==> config.mk <==
export PLATFORM = sky130hd
export DESIGN_NAME = fpa_div_cell
export DESIGN_NICKNAME = d
export VERILOG_FILES = /design/src/rtl/fpa_pkg.sv /design/src/rtl/fpa_div_cell.sv
export SDC_FILE = /design/constraint.sdc
export NUM_CORES = 1
export LEC_CHECK = 0
export BUFFER_PORTS_ARGS = -buffer_cell sky130_fd_sc_hd__buf_2
export CAP_MARGIN = 20
export CORE_AREA = 2 2 164 166
export DETAILED_ROUTE_END_ITERATION = 12
export DIE_AREA = 0 0 166 168
export SKIP_CTS_REPAIR_TIMING = 1
export SLEW_MARGIN = 5
export SYNTH_ARGS = -nofsm -noshare
export SYNTH_HDL_FRONTEND = slang
export SYNTH_SLANG_ARGS = --single-unit
==> constraint.sdc <==
create_clock -name clock -period 7.1 [get_ports clock]
set_clock_uncertainty 0.05 [all_clocks]
set_input_delay 1.065 -clock clock [delete_from_list [all_inputs] [get_ports clock]]
set_output_delay 1.065 -clock clock [all_outputs]
set_load 0.01 [all_outputs]
==> src/rtl/fpa_pkg.sv <==
// Shared types and codes for the Q24.8 fixed-point ALU.
package fpa_pkg;

   typedef enum logic [3:0] {
      MODE_ADD      = 4'd0,
      MODE_SUB      = 4'd1,
      MODE_MUL      = 4'd2,
      MODE_DIV      = 4'd3,
      MODE_MIN      = 4'd4,
      MODE_MAX      = 4'd5,
      MODE_COMPARE  = 4'd6,
      MODE_INC      = 4'd7,
      MODE_DEC      = 4'd8,
      MODE_FROM_INT = 4'd9,
      MODE_TO_INT   = 4'd10
   } mode_type;

   typedef enum logic [1:0] {
      STATUS_OK   = 2'd0,
      STATUS_OVF  = 2'd1,
      STATUS_DIV0 = 2'd2
   } status_type;

   typedef enum logic [1:0] {
      KIND_PLAIN = 2'd0,
      KIND_MUL   = 2'd1,
      KIND_DIV   = 2'd2
   } kind_type;

   // Side data that travels with each transaction down the divider chain
   typedef struct packed {
      kind_type    kind;
      logic        neg;
      logic [31:0] res;
      logic        gt;
      logic        lt;
      logic        eq;
      status_type  status;
      logic [63:0] prod;
   } info_type;

endpackage

==> src/rtl/fpa_div_cell.sv <==
// One restoring-division cell: settles one quotient bit and passes the transaction on.
module fpa_div_cell
   import fpa_pkg::*;
#(
   parameter int FRAC_BITS = 8
) (
   input  logic                    clock,
   input  logic                    reset,
   input  logic                    adv,
   input  logic                    valid_in,
   input  info_type                info_in,
   input  logic [31:0]             rem_in,
   input  logic [32+FRAC_BITS-1:0] rq_in,
   input  logic [31:0]             d_in,
   output logic                    valid_out,
   output info_type                info_out,
   output logic [31:0]             rem_out,
   output logic [32+FRAC_BITS-1:0] rq_out,
   output logic [31:0]             d_out
);

   localparam int DW = 32 + FRAC_BITS;

   logic          valid_ff;
   info_type      info_ff;
   logic [31:0]   rem_ff, rem_nx_in;
   logic [DW-1:0] rq_ff, rq_nx_in;
   logic [31:0]   d_ff;
   logic [32:0]   trial;
   logic          ge;

   always_comb begin
      // bring down the next dividend bit, shift the quotient bit in at the bottom
      trial     = {rem_in, rq_in[DW-1]};
      ge        = trial >= {1'b0, d_in};
      rem_nx_in = ge ? 32'(trial - {1'b0, d_in}) : trial[31:0];
      rq_nx_in  = {rq_in[DW-2:0], ge};
   end

   always_ff @(posedge clock) begin
      if (reset) begin
         valid_ff <= 1'b0;
      end else if (adv) begin
         valid_ff <= valid_in;
      end
      if (adv) begin
         info_ff <= info_in;
         rem_ff  <= rem_nx_in;
         rq_ff   <= rq_nx_in;
         d_ff    <= d_in;
      end
   end

   assign valid_out = valid_ff;
   assign info_out  = info_ff;
   assign rem_out   = rem_ff;
   assign rq_out    = rq_ff;
   assign d_out     = d_ff;

endmodule

; Word level (Yosys, flattened, before mapping)
; Cells that the tools add are included.
[word_totals]
inputBits = 212
elab_cells = 15
regBits = 209
out_inout_bits = 209
[classes]
add_sub_neg = 1
n_mux = 1
order_cmp = 1
[ops]
columns = cell, count
row1 = $ge 33x32->1, 1
row2 = $mux 32, 1
row3 = $sub 32x32->32, 1

; Longest topological paths before layout
[depth]
depth_word = 2
ltp_mapped = 13
ltp_nobuf = 12

; Least setup slack after synthesis
; OpenSTA, ideal clock, no wires.
[synth_timing]
path_kind = input to register
startpoint = input d_in[7]
endpoint = register rem_ff[13] (netlist: rem_out[13]), data pin
t_required_ns = 6.788
setup_time_ns = 0.262
path_slack_ns = 3.214
stages = 12
n_path_buf = 2
arrival_time_ns = 3.574
cell_sequence = inv_1 > ha_1 > buf_2 > nand4_1 > or4_1 > a21oi_1 > nor3_1 > a211oi_2 > o21ai_2 > o31ai_4 > buf_4 > mux2_1
[synth_via]
elab_chain_cells = 2
word_cells_on_any_way = 3
cone_classes = add/sub (1) / order compare (1) / mux (1)
[synth_rtl]
columns = element, line_no
row1 = "start, declared", fpa_div_cell.sv:14  ; input logic [31:0] d_in,
row2 = $sub 32x32->32 / $ge 33x32->1 (equally long branches), "fpa_div_cell.sv:36, fpa_div_cell.sv:35"
row3 = $mux 32 *, fpa_div_cell.sv:36  ; rem_nx_in = ge ? 32'(trial - {1'b0, d_in}) : trial[31:0];
row4 = net rem_nx_in[13], fpa_div_cell.sv:26  ; logic [31:0] rem_ff, rem_nx_in;
row5 = "end signal, assigned", fpa_div_cell.sv:48  ; rem_ff <= rem_nx_in;
row6 = "end, declared", fpa_div_cell.sv:26
; Mark *: on every way through the listed nets, which the timed path passes. The rest lies on a longest branch.
; A chain may end at the register's enable or synchronous reset.

; Worst setup path in the final report
[layout_timing]
startpoint = input d_in[15]
endpoint = register rem_ff[4] (netlist: rem_out[4]), data pin
[layout_via]
elab_chain_cells = 2
[layout_rtl]
columns = element, line_no
row1 = $ge 33x32->1, fpa_div_cell.sv:35  ; ge = trial >= {1'b0, d_in};
row2 = $mux 32, fpa_div_cell.sv:36
row3 = net rem_nx_in[4], fpa_div_cell.sv:26
; The timed path passes the listed nets, and every way through them passes these cells.

==> impl_metrics.json <==
{
  "vias_per_cell": 4.64,
  "fin_crit_ns": 4.25,
  "fin_crit_sh_pct": 59.9,
  "yosysSeqAreaShare_pct": 73.8,
  "top_level_ports": 421,
  "cp_slowest_stage_delay_ns": 0.56,
  "hold_depth": 2,
  "grt_max_degree": 138,
  "synth_cell_type_count": 48,
  "ff2ff_path_depth": 2,
  "grt_pass1_wl_um": 35900,
  "status": "finished clean",
  "drive_gt1_share_pct": 47.1,
  "syn-num-nets": 799,
  "die_h_um": 168,
  "dp_hpwl_um": 19500,
  "clkTransAtPathRegs_ns": 0.06,
  "final_max_slew_viol_count": 0,
  "timing.fmax_mhz": 235,
  "synthTopCellsByArea": "edfxtp_1, ha_1, a21oi_1",
  "peakVddDrop_mv": 0.193,
  "setup_violations": 0,
  "core-area_sq_mm": 0.0264,
  "dpl_cell_area_sq_mm": 0.0110,
  "wl_per_cell_um": 18.7,
  "layout.nets": 1230,
  "clock-sinks": 209,
  "worstHoldPathType": "register to register",
  "start_kind": "primary input",
  "pwr_density_cell_mw_per_mm2": 274,
  "path_cells": "buf_2 > inv_1 > ha_1 > nand4_1 > or4_1 > a21oi_1 > nor3_1 > a211oi_2 > o21ai_2 > o31ai_4 > buf_4 > mux2_2",
  "synth_area_sq_mm": 0.00849,
  "worstHoldEndpoint": "valid_out$_SDFFE_PP0P_",
  "cts.path.max_buffers": 3,
  "power_uw": 3210,
  "cp-end-kind": "register",
  "die_w_um": 166,
  "die_area_sq_mm": 0.0279,
  "crit_slowest_cell": "o31ai_4",
  "grt_overflow": 0,
  "critPathRequiredTime_ns": 7.31,
  "regToRegSetupSlack_ns": 6.47,
  "drc": 0,
  "fin_area_sq_mm": 0.0117,
  "antenna_found_initial": 5,
  "rsz0062_at_grt": "no",
  "critPathKind": "primary input to register",
  "clk_latency_ns": 0.51,
  "initial_core_util_pct": 32.2,
  "h-tree-depth": 1,
  "drt_first_pass_iters": 4,
  "dp_slack_ns": 2.28,
  "setup_tns_ns": 0,
  "synth_area_per_cell_sq_um": 15.3,
  "num_rows": 60,
  "drt_first_iter_violations": 433,
  "async_flop_share_pct": 0,
  "slew_headroom_pct": 29.0,
  "yosys.area.top_type": "edfxtp_1",
  "whs_ns": 0.453,
  "drtAntennaViolNets": 0,
  "synth_enable_flop_cells": 208,
  "grt_pass1_vias": 5843,
  "numCtsBuffers": 24,
  "vias": 6258,
  "gp_congestion": 0.840,
  "synth_seq_cells": 209,
  "crit_fanout": 39,
  "syn_to_final_growth_pct": 38.4,
  "reg2reg_from": "valid_out$_SDFFE_PP0P_",
  "finalWorstSetupSlack_ns": 2.85,
  "synth_top_area_share_pct": 73.6,
  "crit_arrival_ns": 4.46,
  "clock-root-buffer": "clkbuf_16",
  "r2r-end": "valid_out$_SDFFE_PP0P_",
  "port_buffers": 420,
  "yosysWarningCount": 0,
  "synth_cells": 554,
  "holdCritStartpoint": "valid_out$_SDFFE_PP0P_",
  "cts_tree": "yes",
  "hold_violations": 0,
  "maxCapViolCount": 0,
  "leakage_uw": 0.00515,
  "drt-total-wl_um": 25200,
  "tightestPinTransition_ns": 1.07,
  "grt_use_total_pct": 16.8,
  "ys.flop_type": "edfxtp_1"
}
state kept, by name, indices dropped and copies added (netlist names):
name and flops:
info_out 104, rq_out 40, d_out 32, rem_out 32, valid_out 1
worst max-delay path by stage:
stage	from	end	slack [ns]	cells past startpoint
floorplan	d_in[7]	rem_out[13]$_DFFE_PP_	3.21	12
global placement	d_in[7]	rem_out[10]$_DFFE_PP_	2.32	12
detailed placement	d_in[15]	rem_out[10]$_DFFE_PP_	2.28	12
CTS	d_in[15]	rem_out[7]$_DFFE_PP_	2.81	12
global route	d_in[15]	rem_out[13]$_DFFE_PP_	2.58	12
finish	d_in[15]	rem_out[4]$_DFFE_PP_	2.85	12
power breakdown:
group / switching, uW / leakage, uW / internal [uW]
registers: 26.2 / 0.00204 / 1490
logic: 285 / 0.00272 / 204
clock network: 490 / 0.000387 / 717
logic make-up (layout without fill, tap and decap cells):
family                   Yosys count  after routing  share of synthesized area [%]
flip-flops                       209            209                           73.8
AO/OA/AOI/OAI                    118            118                           8.67
AND/OR/NAND/NOR                   99             99                           5.38
buffers and inverters             55            504                           2.70
adder cells (fa/ha/maj)           33             33                           4.95
XOR/XNOR                          27             27                           2.79
multiplexers                      13             13                           1.68
other                              0              4                              0
Yosys cell counts (all sizes together), types with 4 or more instances:
library cell,n
nand2,27
nand4,7
mux2,10
o211ai,4
a21oi,54
xor2,11
buf,11
nand2b,4
a21o,12
nand3,8
xnor2,16
edfxtp,208
ha,32
o21a,6
inv,38
nor2,37
nor4,4
a31oi,5
clkbuf,6
a211oi,4
o21ai,17
placed cells by master, fill, tap and decap left out, types with 7 or more instances in the layout:
cell	count
nor2_1	37
edfxtp_1	208
inv_1	38
nand3_1	8
clkinv_2	8
ha_1	32
a21oi_1	54
nand2_1	27
nand4_1	7
o21ai_0	16
xnor2_1	16
clkbuf_16	25
xor2_1	11
buf_2	419
a21o_1	12
area by class of cell:
| type | count | area, sq um |
|---|---|---|
| inverter | 38 | 143 |
| tap | 341 | 427 |
| sequential | 209 | 6270 |
| clock inverter | 16 | 141 |
| timing repair buffer | 422 | 2130 |
| antenna | 4 | 10.0 |
| clock buffer | 28 | 637 |
| multi-input combinational | 290 | 1990 |
| fill | 2474 | 14600 |
routing by layer:
metal	part of all wire, %	vias to the layer above	global-route usage, %	wire length, um
met1	39	2959	19.9	9790
met3	8.6	54	5.50	2160
met5	0.13	-	0	33
li1	-	2962	-	-
met2	50	277	28.8	12500
met4	2.7	6	5.94	687
through the flow:
step	std cells	util, %
final	1348	44.6
after global routing	1346	44.5
after CTS	1344	44.5
after detailed placement	1300	41.6
after global placement	1300	41.6
after floorplan	554	-
worst max-delay path, delay by kind of cell:
family | cells | cell delay (ns)
fa+ha+maj | 1 | 0.42
buf+inv | 3 | 0.68
mux | 1 | 0.38
simple gates | 3 | 0.78
compound gates | 4 | 1.09
No activity file was read; power rests on OpenSTA's default activity.
