File: src/rtl/fpa_pkg.sv
// Shared types and codes for the Q24.8 fixed-point ALU.
package fpa_pkg;

   typedef enum logic [3:0] {
      MODE_ADD      = 4'd0,
      MODE_SUB      = 4'd1,
      MODE_MUL      = 4'd2,
      MODE_DIV      = 4'd3,
      MODE_MIN      = 4'd4,
      MODE_MAX      = 4'd5,
      MODE_COMPARE  = 4'd6,
      MODE_INC      = 4'd7,
      MODE_DEC      = 4'd8,
      MODE_FROM_INT = 4'd9,
      MODE_TO_INT   = 4'd10
   } mode_type;

   typedef enum logic [1:0] {
      STATUS_OK   = 2'd0,
      STATUS_OVF  = 2'd1,
      STATUS_DIV0 = 2'd2
   } status_type;

   typedef enum logic [1:0] {
      KIND_PLAIN = 2'd0,
      KIND_MUL   = 2'd1,
      KIND_DIV   = 2'd2
   } kind_type;

   // Side data that travels with each transaction down the divider chain
   typedef struct packed {
      kind_type    kind;
      logic        neg;
      logic [31:0] res;
      logic        gt;
      logic        lt;
      logic        eq;
      status_type  status;
      logic [63:0] prod;
   } info_type;

endpackage

File: src/rtl/fpa_front.sv
// Operand stage: decodes the mode, finishes the plain operations and seeds the divider.
module fpa_front
   import fpa_pkg::*;
#(
   parameter int FRAC_BITS = 8
) (
   input  logic                    clock,
   input  logic                    reset,
   input  logic                    adv,
   input  logic                    valid,
   input  logic [3:0]              mode,
   input  logic signed [31:0]      operand_a,
   input  logic signed [31:0]      operand_b,
   output logic                    valid_out,
   output info_type                info_out,
   output logic [31:0]             rem_out,
   output logic [32+FRAC_BITS-1:0] rq_out,
   output logic [31:0]             d_out
);

   localparam int DW = 32 + FRAC_BITS;

   logic                 valid_ff;
   info_type             info_ff, info_in;
   logic [DW-1:0]        rq_ff, rq_in;
   logic [31:0]          d_ff, d_in;
   logic signed [32:0]   sum;
   logic signed [32:0]   addend;
   logic                 sub_op;
   logic [31:0]          mag_a;
   logic [FRAC_BITS:0]   top_a;

   always_comb begin
      mag_a  = operand_a[31] ? 32'(-operand_a) : operand_a;
      top_a  = operand_a[31:31-FRAC_BITS];
      sub_op = (mode == MODE_SUB) || (mode == MODE_DEC);
      addend = ((mode == MODE_INC) || (mode == MODE_DEC)) ? 33'sd1 : 33'(operand_b);
      sum    = sub_op ? (33'(operand_a) - addend) : (33'(operand_a) + addend);

      info_in        = '0;
      info_in.kind   = KIND_PLAIN;
      info_in.status = STATUS_OK;
      info_in.prod   = 64'(operand_a) * 64'(operand_b);
      info_in.neg    = operand_a[31] ^ operand_b[31];
      rq_in          = {mag_a, {FRAC_BITS{1'b0}}};
      d_in           = operand_b[31] ? 32'(-operand_b) : operand_b;

      case (mode)
         MODE_ADD, MODE_SUB, MODE_INC, MODE_DEC: begin
            info_in.res = sum[31:0];
            if (sum[32] != sum[31]) info_in.status = STATUS_OVF;
         end
         MODE_MUL: info_in.kind = KIND_MUL;
         MODE_DIV: begin
            if (operand_b == 32'sd0) info_in.status = STATUS_DIV0;
            else info_in.kind = KIND_DIV;
         end
         MODE_MIN: info_in.res = (operand_a > operand_b) ? operand_b : operand_a;
         MODE_MAX: info_in.res = (operand_a > operand_b) ? operand_a : operand_b;
         MODE_COMPARE: begin
            info_in.gt = operand_a > operand_b;
            info_in.lt = operand_a < operand_b;
            info_in.eq = operand_a == operand_b;
         end
         MODE_FROM_INT: begin
            info_in.res = operand_a <<< FRAC_BITS;
            if (!((top_a == '0) || (&top_a))) info_in.status = STATUS_OVF;
         end
         MODE_TO_INT: info_in.res = operand_a >>> FRAC_BITS;
         default: ;
      endcase
   end

   always_ff @(posedge clock) begin
      if (reset) begin
         valid_ff <= 1'b0;
      end else if (adv) begin
         valid_ff <= valid;
      end
      if (adv) begin
         info_ff <= info_in;
         rq_ff   <= rq_in;
         d_ff    <= d_in;
      end
   end

   assign valid_out = valid_ff;
   assign info_out  = info_ff;
   assign rem_out   = '0;
   assign rq_out    = rq_ff;
   assign d_out     = d_ff;

endmodule

File: config.mk
export PLATFORM = sky130hd
export DESIGN_NAME = fpa_front
export DESIGN_NICKNAME = d
export VERILOG_FILES = /design/src/rtl/fpa_pkg.sv /design/src/rtl/fpa_front.sv
export SDC_FILE = /design/constraint.sdc
export NUM_CORES = 2
export LEC_CHECK = 0
export ABC_AREA = 1
export BUFFER_PORTS_ARGS = -buffer_cell sky130_fd_sc_hd__buf_2
export CAP_MARGIN = 25
export CORE_UTILIZATION = 65
export CTS_BUF_LIST = sky130_fd_sc_hd__clkbuf_4
export CTS_CLUSTER_DIAMETER = 30
export DETAILED_ROUTE_END_ITERATION = 10
export PLACE_DENSITY = 0.84
export SETUP_SLACK_MARGIN = 0.05
export SLEW_MARGIN = 20
export SYNTH_ARGS = -nofsm -noshare
export SYNTH_HDL_FRONTEND = slang
export SYNTH_SLANG_ARGS = --single-unit
File: constraint.sdc
create_clock -name clock -period 10.7 [get_ports clock]
set_clock_uncertainty 0.2 [all_clocks]
set_input_delay 0 -clock clock [delete_from_list [all_inputs] [get_ports clock]]
set_output_delay 0 -clock clock [all_outputs]
set_load 0.01 [all_outputs]
== Yosys cells after proc, flatten, opt, wreduce, memory -nomap -nowiden ==
Index checks and enable logic that the tools add are counted.

* Bitwise operators: 1
* Multiplexer cells: 13
* Order comparisons: 2
* Reductions and logical operators: 8
* Shifts and indexed selects: 0
* Multipliers: 1
* Add/sub/neg operators: 4
* Equality and inequality tests: 12
* Div/mod/pow operators: 0

{| class="wikitable"
|+ Operators by type and width
! kind !! number
|-
| $pmux 32 s5 || 1
|-
| $mux 33 || 2
|-
| $mul 32x32->64 || 1
|-
| $mux 32 || 2
|-
| $neg 32->32 || 2
|-
| $mux 31 || 2
|-
| $add 32x33->33 || 1
|-
| $sub 32x33->33 || 1
|-
| $eq 32x32->1 || 1
|-
| $gt 32x32->1 || 1
|-
| $logic_not 32->1 || 1
|-
| $lt 32x32->1 || 1
|-
| $eq 4x3->1 const B || 4
|-
| $eq 4x4->1 const B || 3
|-
| $logic_not 9->1 || 1
|-
| $reduce_and 9->1 || 1
|-
| $eq 4x2->1 const B || 2
|-
| $pmux 2 s3 || 1
|-
| $eq 4x1->1 const B || 1
|-
| $logic_not 4->1 || 1
|-
| $mux 2 || 2
|-
| $pmux 2 s2 || 1
|-
| $reduce_or 4->1 || 1
|-
| $logic_or 1x1->1 || 3
|-
| 3 further kinds || 4
|}

* Memories: 0
* Bits of input ports: 72
* Memory bits (read-only): 0
* Latch bits: 0
* Bits in registers: 169
* Output and inout port bits: 209
* RAM bits: 0

== Longest topological paths before layout ==
* Word-level depth: 8
* Depth in mapped cells: 32
* Gate-level depth less buffers: 31

== Least setup slack after synthesis ==
No wires, ideal clock.

* Path type: input to register
* Start: input operand_a[31]
* End: register info_ff (netlist bit info_out[63]) (data pin)
* Library setup time: 253 ps
* Cell stages on the path: 31
* Setup slack: 3217 ps
* Arrival: 7030 ps
* Path through: clkbuf_1 > buf_1 > nand2_1 > inv_1 > fa_1 > inv_1 > fa_1 > inv_1 > fa_1 > fa_1 > inv_1 > fa_1 > inv_1 > fa_1 > inv_1 > fa_1 > inv_1 > fa_1 > ha_1 > nand2_1 > nor2_1 > inv_1 > nor2_1 > inv_1 > nor2_1 > inv_1 > or2_2 > nand3_1 > nand2_1 > inv_1 > nor2_1

{| class="wikitable"
|+ RTL lines
! element !! RTL line !! source
|-
| from (decl) || fpa_front.sv:12 || <nowiki>input logic signed [31:0] operand_a,</nowiki>
|-
| to (signal assigned) || fpa_front.sv:81 || <nowiki>info_ff <= info_in;</nowiki>
|-
| to (decl) || fpa_front.sv:24 || <nowiki>info_type info_ff, info_in;</nowiki>
|}

==> results.tsv <==
stage	metric	value	unit
routing	routed-wl-met3	21620	um
routing	detail_route.wirelength.met1	53200	um
setup_path	worstSetupEndpointType	flip-flop	
clock_tree	cts_buffers	17	
synth	synthesis.area	50740	um2
floorplanning	initial_core_util	65.61	%
synth	synth_seq_cells	169	
routing	wl	165800	um
cells_and_area	final_nets	7802	
routing	met2_length	74250	um
cells_and_area	n_fill_cell	5980	
placement	portBuffers	240	
clock_tree	cts_max_level	4	
synth	async_flop_share	0	%
sta	transition_time_at_the_pin_with_the_least_slew_margin	1.116	ns
sta	timing_hold_violations_final	0	
job	max_cap_viol_count	0	
cells_and_area	seqCellArea	5065	um2
setup_path	crit_path_category	input pin to flip-flop	
min_path	holdCritPathClass	input pin to flip-flop	
synth	synth.avg_cell_area	8.138	um2
synth	synth-edff-count	168	
sta	timing.fmax	119.7	MHz
grt	grt_pass1_wl	254200	um
synth	synth_sequential_area_ratio	9.982	%
cells_and_area	areaGrowthSynthToFinish	5.844	%
synth	list_of_most_frequent_post_synthesis_cells	1751 x inv_1, 1442 x nand2_1, 1083 x fa_1, 283 x ha_1, 249 x nor2_1	
sta	portion_of_the_clock_cycle_consumed_by_the_worst_path_in_the_final_layout	78.06	%
placement	finalWeightedCongestion	1.026	
grt	via_count_of_the_first_global_routing_pass	45650	
clock_tree	cts.clk_slew.worst_paths	0.18	ns
clock_tree	cts_num_sinks	169	
synth	synth_top_area_share	42.73	%
clock_tree	cts_tree	yes	
routing	drt-pass1-iter-count	8	
clock_tree	post_cts_setup_repair_bufs	0	
synth	post-synth-top-count-cell	inv_1	
synth	yosysWarnings	0	
setup_path	start_kind	input pin	
synth	yosysTopAreaCell	fa_1	
grt	maximum_number_of_pins_on_one_net_before_global_route_repair	76	
floorplanning	core	77340	um2
grt	global_route.usage.total	43.44	%
synth	synthDistinctLibCells	67	
clock_tree	cts.hold.buffers_added	100	
clock_tree	cts.root.buffer_cell	clkbuf_4	
routing	routed_via_density	5.828	
floorplanning	die_width	281.4	um
sta	setup_repair_after_global_routing_missed_its_margin	no	
setup_path	arrival	8.75	ns
routing	top_layer_used	met5	
cells_and_area	layoutNonFillerInstCount	7424	
synth	biggest_area_contributors_in_the_synthesized_netlist	fa_1 43%, inv_1 13%, nand2_1 11%	
sta	worst_slew_margin_rel	25.60	%
cells_and_area	multi_input_comb_area	37630	um2
placement	post_placement_cell_area	52340	um2
sta	tns	0	ns
routing	vias	43270	
routing	route.detailed.wl_per_inst	22.34	um
grt	antenna_found_initial	12	
setup_path	worst_path_max_fanout	20	
routing	detail-route-antenna-nets	0	
clock_tree	post_cts_resized	0	
status	status	completed	
synth	dominantRegCellSynth	edfxtp_1	
placement	hpwlAfterDp	127300	um
routing	drc	0	
clock_tree	worstSkewPairLatency	0.82	ns
synth	netlist_instances	6235	
cells_and_area	fin_area	53710	um2
sta	final-max-slew-violation-count	0	
setup_path	cp.required	11.10	ns
routing	drt_first_iter_violations	4859	
floorplanning	fp.dieArea	79190	um2
sta	timing.final.setup_violations	0	
floorplanning	design.portCount	281	
cells_and_area	post_route_cells_drive_above_1_share	7.104	%
floorplanning	std_cell_rows	102	
floorplanning	die_h	281.4	um
grt	overflow	0	
placement	place.detailed.instances	7285	
clock_tree	ctsLongestPathBuffers	2	
sta	timing.final.crit_period	8.353	ns
per-layer routing:
layer	vias up	GRT usage, %
met1	20840	50.01
met3	1069	14.63
met2	3152	65.70
met5	-	0
li1	18200	-
met4	10	36.52
cell families after synthesis:
| logic type | share of synthesized area [%] |
|---|---|
| muxes | 0.01973 |
| other | 0.007390 |
| and+or+nand+nor | 16.64 |
| DFF | 9.982 |
| xor gates and xnor gates | 2.727 |
| AOI/OAI and AO/OA | 4.734 |
| adders and majority gates | 49.71 |
| buffers and inverters | 16.19 |
critical path, cell delays in order:
cell and delay (ns):
dlygate4sd3_1 0.52, buf_2 0.50, buf_4 0.41, nand2_1 0.13, fa_1 0.55, inv_1 0.08
fa_1 0.53, inv_1 0.06, fa_1 0.50, fa_1 0.52, inv_1 0.06, fa_1 0.76
fa_1 0.51, fa_1 0.49, inv_1 0.06, fa_1 0.50, inv_1 0.04, ha_1 0.35
nand2_1 0.15, inv_1 0.05, a21oi_1 0.21, o21ai_0 0.19, a21oi_1 0.59, nand3_1 0.43
a21oi_2 0.31, o21ai_0 0.10, nand2_1 0.06, nand2_1 0.04
cell type report:
class | count | area share, %
sequential | 169 | 9.430
clock buffer | 17 | 0.2376
multi-input combinational | 3998 | 70.06
antenna | 7 | 0.03262
clock inverter | 15 | 0.3937
inverter | 1775 | 12.41
tap | 1040 | 2.423
timing repair buffer | 403 | 5.011
registers in the layout (all words and copies together), names as in the netlist:
| register | cells |
|---|---|
| rq_out | 32 |
| d_out | 32 |
| info_out | 104 |
| valid_out | 1 |
stage by stage:
stage                     hold WS (ns)  utilization [%]  worst slack (ns)
final                           0.1164            69.44             2.347
after global routing           0.08832            69.43             2.153
after CTS                      0.02235            69.42             2.583
after detailed placement      -0.03474            67.68             2.346
after global placement        -0.03989            67.68             2.348
after floorplan                -0.1276                -             3.217
cell usage in the layout (no fill, tap or decap), types with 12 or more instances in the layout:
master / count
xnor2_1: 32
nand2_1: 1442
nor3_1: 25
inv_2: 20
buf_4: 63
o211ai_2: 20
edfxtp_1: 168
buf_2: 239
or2_2: 12
fa_1: 1083
xor2_1: 126
nand4_1: 58
nor2_1: 247
clkbuf_4: 17
a21o_1: 13
dlygate4sd3_1: 99
ha_1: 283
conb_1: 40
nand2_2: 13
a31oi_1: 20
inv_1: 1751
nand3_1: 191
o21bai_1: 18
o21ai_0: 113
a21oi_1: 135
final timing paths:
check	from	endpoint	slack, ns	depth (start not counted)
worst max-delay path	operand_a[29]	info_out[52]	2.35	28
worst max register to register	valid_out	valid_out	9.29	3
worst min register to register	valid_out	valid_out	0.93	3
worst min-delay path	operand_b[16]	d_out[16]	0.12	4
Power is not shown: default switching activity piles up to over one toggle a cycle in this logic, so the estimate is an artifact.
